===== config.mk =====
export PLATFORM = sky130hd
export DESIGN_NAME = mbc_ctrl
export DESIGN_NICKNAME = d
export VERILOG_FILES = /design/src/hdl/mbc_pkg.sv /design/src/hdl/mbc_ctrl.sv
export VERILOG_INCLUDE_DIRS = /design/src /design/src/hdl
export SDC_FILE = /design/constraint.sdc
export NUM_CORES = 1
export LEC_CHECK = 0
export BUFFER_PORTS_ARGS = -buffer_cell sky130_fd_sc_hd__buf_4
export CAP_MARGIN = 0
export CORE_AREA = 2 2 39 41
export CTS_CLUSTER_DIAMETER = 30
export CTS_CLUSTER_SIZE = 16
export DETAILED_ROUTE_END_ITERATION = 6
export DIE_AREA = 0 0 41 43
export GPL_TIMING_DRIVEN = 0
export PLACE_DENSITY_LB_ADDON = 0.25
export SYNTH_ARGS = -nofsm -noshare
export SYNTH_HDL_FRONTEND = slang
export SYNTH_SLANG_ARGS = --single-unit

===== constraint.sdc =====
create_clock -name clk -period 2.5 [get_ports clk]
set_clock_uncertainty 0.1 [all_clocks]
set_input_delay 0.5 -clock clk [delete_from_list [all_inputs] [get_ports clk]]
set_output_delay 0.5 -clock clk [all_outputs]
set_load 0.03 [all_outputs]

===== src/hdl/maze_backtracker_carver_defines.svh =====
// Shared assertion macros for the maze carver.
`ifndef MAZE_BACKTRACKER_CARVER_DEFINES_SVH
`define MAZE_BACKTRACKER_CARVER_DEFINES_SVH

// Check a property on every clock edge outside reset.
`define MBC_ASSERT(label, clk, rst_n, prop) \
    label: assert property (@(posedge clk) disable iff (!rst_n) (prop)) \
        else $error("mbc assertion failed");

// Check that a condition is followed by another in the next cycle.
`define MBC_ASSERT_NEXT(label, clk, rst_n, ante, cons) \
    label: assert property (@(posedge clk) disable iff (!rst_n) (ante) |=> (cons)) \
        else $error("mbc sequencing assertion failed");

`endif


===== src/hdl/mbc_pkg.sv =====
package mbc_pkg;

    localparam int MAX_SIDE_DEF = 64;
    localparam int CFG_W        = 7;
    localparam int COORD_OUT_W  = 6;

    // Register indexes
    localparam logic REG_GRID_WIDTH  = 1'b0;
    localparam logic REG_GRID_HEIGHT = 1'b1;

    localparam logic [CFG_W-1:0] SIDE_RESET = 7'd8;

    // Request codes
    localparam logic ACT_START = 1'b0;
    localparam logic ACT_DRAW  = 1'b1;

    // Direction codes
    localparam logic [1:0] DIR_UP    = 2'd0;
    localparam logic [1:0] DIR_DOWN  = 2'd1;
    localparam logic [1:0] DIR_LEFT  = 2'd2;
    localparam logic [1:0] DIR_RIGHT = 2'd3;

    typedef struct packed {
        logic       action;
        logic [1:0] direction;
    } request_t;

    typedef struct packed {
        logic                   carved;
        logic [COORD_OUT_W-1:0] wall_x;
        logic [COORD_OUT_W-1:0] wall_y;
        logic [1:0]             wall_side;
        logic                   finished;
    } result_t;

    // Which row of the visited map to read
    typedef enum logic [1:0] {
        ROW_SEL_STACK = 2'd0,
        ROW_SEL_UP    = 2'd1,
        ROW_SEL_DOWN  = 2'd2
    } row_sel_t;

    typedef struct packed {
        logic     load_start;
        logic     clear_step;
        logic     emit_idle;
        logic     load_draw;
        logic     latch_top;
        logic     latch_row_c;
        logic     latch_row_u;
        logic     latch_row_d;
        logic     decide;
        row_sel_t row_sel;
    } cmd_t;

    typedef struct packed {
        logic walk_done;
        logic stack_empty;
        logic clear_last;
    } status_t;

endpackage


===== src/hdl/mbc_ctrl.sv =====
`include "maze_backtracker_carver_defines.svh"

module mbc_ctrl (
    input  logic            clk,
    input  logic            rst_n,
    input  logic            start,
    input  logic            action,
    input  mbc_pkg::status_t status,
    output logic            busy,
    output mbc_pkg::cmd_t   cmd
);

    import mbc_pkg::*;

    typedef enum logic [2:0] {
        S_IDLE,
        S_CLEAR,
        S_TOP,
        S_ROW_C,
        S_ROW_U,
        S_ROW_D,
        S_DECIDE
    } state_t;

    state_t state_reg, state_next;
    logic   busy_reg, busy_next;

    // Decode commands and the next state
    always_comb
    begin
        cmd        = '0;
        cmd.row_sel = ROW_SEL_STACK;
        state_next = state_reg;
        unique case (state_reg)
            S_IDLE:
            begin
                if (start)
                begin
                    if (action == ACT_START)
                    begin
                        cmd.load_start = 1'b1;
                        state_next     = S_CLEAR;
                    end
                    else if (status.walk_done || status.stack_empty)
                    begin
                        cmd.emit_idle = 1'b1;
                    end
                    else
                    begin
                        cmd.load_draw = 1'b1;
                        state_next    = S_TOP;
                    end
                end
            end
            S_CLEAR:
            begin
                cmd.clear_step = 1'b1;
                if (status.clear_last)
                begin
                    state_next = S_IDLE;
                end
            end
            S_TOP:
            begin
                cmd.latch_top = 1'b1;
                cmd.row_sel   = ROW_SEL_STACK;
                state_next    = S_ROW_C;
            end
            S_ROW_C:
            begin
                cmd.latch_row_c = 1'b1;
                cmd.row_sel     = ROW_SEL_UP;
                state_next      = S_ROW_U;
            end
            S_ROW_U:
            begin
                cmd.latch_row_u = 1'b1;
                cmd.row_sel     = ROW_SEL_DOWN;
                state_next      = S_ROW_D;
            end
            S_ROW_D:
            begin
                cmd.latch_row_d = 1'b1;
                state_next      = S_DECIDE;
            end
            S_DECIDE:
            begin
                cmd.decide = 1'b1;
                state_next = S_IDLE;
            end
            default:
            begin
                state_next = S_IDLE;
            end
        endcase
        busy_next = (state_next != S_IDLE);
    end

    // Hold state and busy flag
    always_ff @(posedge clk or negedge rst_n)
    begin
        if (!rst_n)
        begin
            state_reg <= S_IDLE;
            busy_reg  <= 1'b0;
        end
        else
        begin
            state_reg <= state_next;
            busy_reg  <= busy_next;
        end
    end

    assign busy = busy_reg;

    `MBC_ASSERT_NEXT(a_clear_exits, clk, rst_n, state_reg == S_CLEAR && status.clear_last, state_reg == S_IDLE)
    `MBC_ASSERT_NEXT(a_decide_returns, clk, rst_n, state_reg == S_DECIDE, state_reg == S_IDLE && !busy_reg)
    `MBC_ASSERT(a_one_step, clk, rst_n, $onehot0({cmd.clear_step, cmd.latch_top, cmd.latch_row_c, cmd.latch_row_u, cmd.latch_row_d, cmd.decide}))

endmodule


**Word level (Yosys, flattened, before mapping)**

Index checks and enable logic that the tools add are counted.

- Register bits after elaboration: 4
- Bits of input ports: 7
- Output and inout bits: 12
- Logic and storage cells: 31

- Equal/unequal tests: 6
- Multiplexer cells: 20
- Reductions and logical operators: 3

Operator list:

| operator | number |
|---|---|
| one-hot mux 3 bit (6 select lines) | 1 |
| two-way mux 3 bit | 4 |
| two-way mux 1 bit | 11 |
| equality test 3 bit (second input constant) | 3 |
| equality test 3 x 2 -> 1 bit (second input constant) | 2 |
| two-way mux 2 bit | 3 |
| one-hot mux 2 bit (2 select lines) | 1 |
| equality test 3 x 1 -> 1 bit (second input constant) | 1 |
| zero test 3 bit | 1 |
| nonzero test 3 bit | 1 |
| logical OR 1 bit | 1 |

**Logic depth before layout (Yosys ltp)**

- Depth after elaboration: 6
- Depth in mapped cells: 4
- Gate-level depth less buffers: 3

**Worst setup path before layout**

Ideal clock, no wire load.

- Path type: register to output
- Start point: reg state_reg[1]
- End point: out cmd[10] (netlist bit)
- Arrival time: 1.286 ns
- Data required time: 1.900 ns
- Setup slack: 0.614 ns
- Cell stages (with the launch flop): 4
- Buffers on the path: 1
- Cells stage by stage: dfrtp_1 -> buf_6 -> nor4b_4 -> nor2b_1

RTL lines:

| element | line | RTL |
|---|---|---|
| start: declaration | mbc_ctrl.sv:25 | `state_t state_reg, state_next;` |
| start signal: assignment | mbc_ctrl.sv:109 | `state_reg <= state_next;` |
| end: declaration | mbc_ctrl.sv:10 | `output mbc_pkg::cmd_t cmd` |

==> impl_metrics.json <==
{
  "track_usage_pct": 8.37,
  "fillers": 156,
  "dieArea_um2": 1760,
  "routabilityCongestion": 0.692,
  "hold_start": "action",
  "seq_area_um2": 100,
  "ir_drop_mv": 0.444,
  "timing.rr.end": "busy$_DFF_PN0_",
  "met3_length_um": 39,
  "max_freq_ghz": 0.494,
  "largest_reg_flops": 3,
  "cts_htree_levels": 1,
  "drv_slew": 0,
  "io_pins": 19,
  "crit_type": "reg -> out",
  "holdWs_ns": 0.464,
  "port_buffers": 18,
  "die_w_um": 41,
  "cts-buffers-inserted": 3,
  "final_cell_mix": "buf_4, nor2_1, nor2b_1, dfrtp_1",
  "numClockSinks": 4,
  "power_density_nw_per_um2": 1140,
  "grt_pass1_wl_mm": 1.00,
  "finalCritPeriodShare_pct": 81.0,
  "initial_core_util_pct": 21.8,
  "setup_tns_ns": 0,
  "cts_setup_buffers": 0,
  "crit_path_max_fanout": 10,
  "fin_util_pct": 35.4,
  "core_area_um2": 1380,
  "ant_nets": 0,
  "hold_depth": 3,
  "first_iter_violations": 2,
  "hold_class": "in -> reg",
  "multi_input_area_um2": 174,
  "top_layer": "met3",
  "drive_above_1_share_pct": 50.9,
  "setup_slack_ns": 0.476,
  "final_common_cell": "buf_4",
  "num_vias": 288,
  "min_to": "state_reg[1]$_DFF_PN0_",
  "drc_errors": 0,
  "syn_to_final_growth_pct": 62.2,
  "yosysWarnings": 0,
  "wirelength_met1_um": 317,
  "drt-total-wl_um": 657,
  "netlist_area_um2": 302,
  "setup_viol": 0,
  "hold_violations": 0,
  "fin_nets": 64,
  "postSynthCellCount": 33,
  "antenna_found_initial": 0,
  "die_h_um": 43,
  "avgSynthCellArea_um2": 9.14,
  "post-place-ws_ns": 0.710,
  "grt_pass1_vias": 250,
  "worstMarginPinSlew_ns": 0.274,
  "grt_max_degree": 11,
  "power_w": 0.000558,
  "rsz0062_at_grt": "no",
  "cp-end-kind": "output pin",
  "reg2reg_from": "state_reg[1]$_DFF_PN0_",
  "drt_first_pass_iters": 3,
  "ys_seq_area_share_pct": 33.2,
  "status": "complete, no violations",
  "grt_overflow": 0,
  "cts_tree": "yes",
  "slew_headroom_pct": 81.7,
  "cp_data_arrival_time_ns": 1.42,
  "synth_seq_cells": 4,
  "clkTransAtPathRegs_ns": 0.04,
  "wl_met2_um": 300,
  "num_antenna_cells": 0,
  "p_leak_nw": 0.264,
  "layout_min_cycle_time_ns": 2.02,
  "via_per_inst": 4.06,
  "clock_path_buffers": 2,
  "synth_cell_types": 18,
  "max_cap_violations": 0,
  "cp-start-kind": "flip-flop",
  "r2r_cells": 4,
  "cp_data_required_time_ns": 1.90,
  "insertion_delay_ns": 0.23,
  "hpwl_um": 528,
  "cts_root_buffer": "clkbuf_4",
  "r2r_slack_ns": 1.27,
  "post_drt_wl_per_cell_um": 9.25,
  "row_count": 14,
  "synth_nets": 40
}
[critical path, cell delays in order (launching register included)]
cell,delay [ns]
dfrtp_1,0.38
buf_6,0.15
nor4b_4,0.30
nand3_2,0.15
inv_1,0.07
buf_4,0.15
[layer usage]
metal / GRT usage, % / vias up
met3: 0 / 0
met1: 11.4 / 125
met5: 0 / -
met2: 11.3 / 10
met4: 8.00 / 0
li1: - / 153
[through the flow]
step	area (µm²)	std cells
CTS	489	71
finish	489	71
detailed placement	457	67
floorplan	302	33
global route	489	71
global placement	457	67
[worst max path at each step]
stage,start,endpoint,cells past startpoint
after floorplan,state_reg[1]$_DFF_PN0_,cmd[10],3
final,state_reg[1]$_DFF_PN0_,cmd[7],5
after global placement,start,cmd[7],5
after CTS,state_reg[1]$_DFF_PN0_,cmd[7],5
after detailed placement,state_reg[1]$_DFF_PN0_,cmd[7],5
after global routing,state_reg[1]$_DFF_PN0_,cmd[7],5
[cell families (layout without fill, tap and decap cells)]
kind of cell	after synthesis	in the layout	synth area share [%]
buf+inv	4	26	9.13
mux	1	1	3.73
xor+xnor	1	1	2.91
flops	4	4	33.2
compound gates	2	2	3.32
simple gates	21	21	47.7
[timing repair]
action	4_1_cts	5_1_grt
gates resized for setup	0	0
endpoints found under the hold margin	4	0
hold buffers	1	0
[cell usage after synthesis]
cell type,number,share of area [%]
nand4_1,1,2.1
buf_2,1,1.7
mux2_2,1,3.7
nor2b_1,4,8.3
and2_1,3,6.2
buf_4,1,2.5
nand2_1,3,3.7
nand3_2,1,3.3
inv_1,1,1.2
nor3b_2,1,4.1
buf_6,1,3.7
dfrtp_1,4,33
and3b_1,2,5.8
xnor2_1,1,2.9
nor4b_4,1,7.9
a21oi_1,1,1.7
o21ai_1,1,1.7
nor2_1,5,6.2
[cell type report]
| cell class | count | area share [%] |
|---|---|---|
| clock buffers | 3 | 4.60 |
| flip-flops and latches | 4 | 20.5 |
| multi-input cells | 25 | 35.5 |
| inverters | 1 | 0.767 |
| repair buffers | 19 | 29.7 |
| plain buffers | 3 | 4.86 |
| well taps | 16 | 4.09 |
[report_power, final]
part	leakage, nW	switching (W)	internal (W)	total (W)
combinational	0.200	0.000210	0.000155	0.000365
sequential	0.0495	0.0000223	0.0000934	0.000116
clock	0.0138	0.0000239	0.0000535	0.0000775
Power figures use the tool's default switching activity.
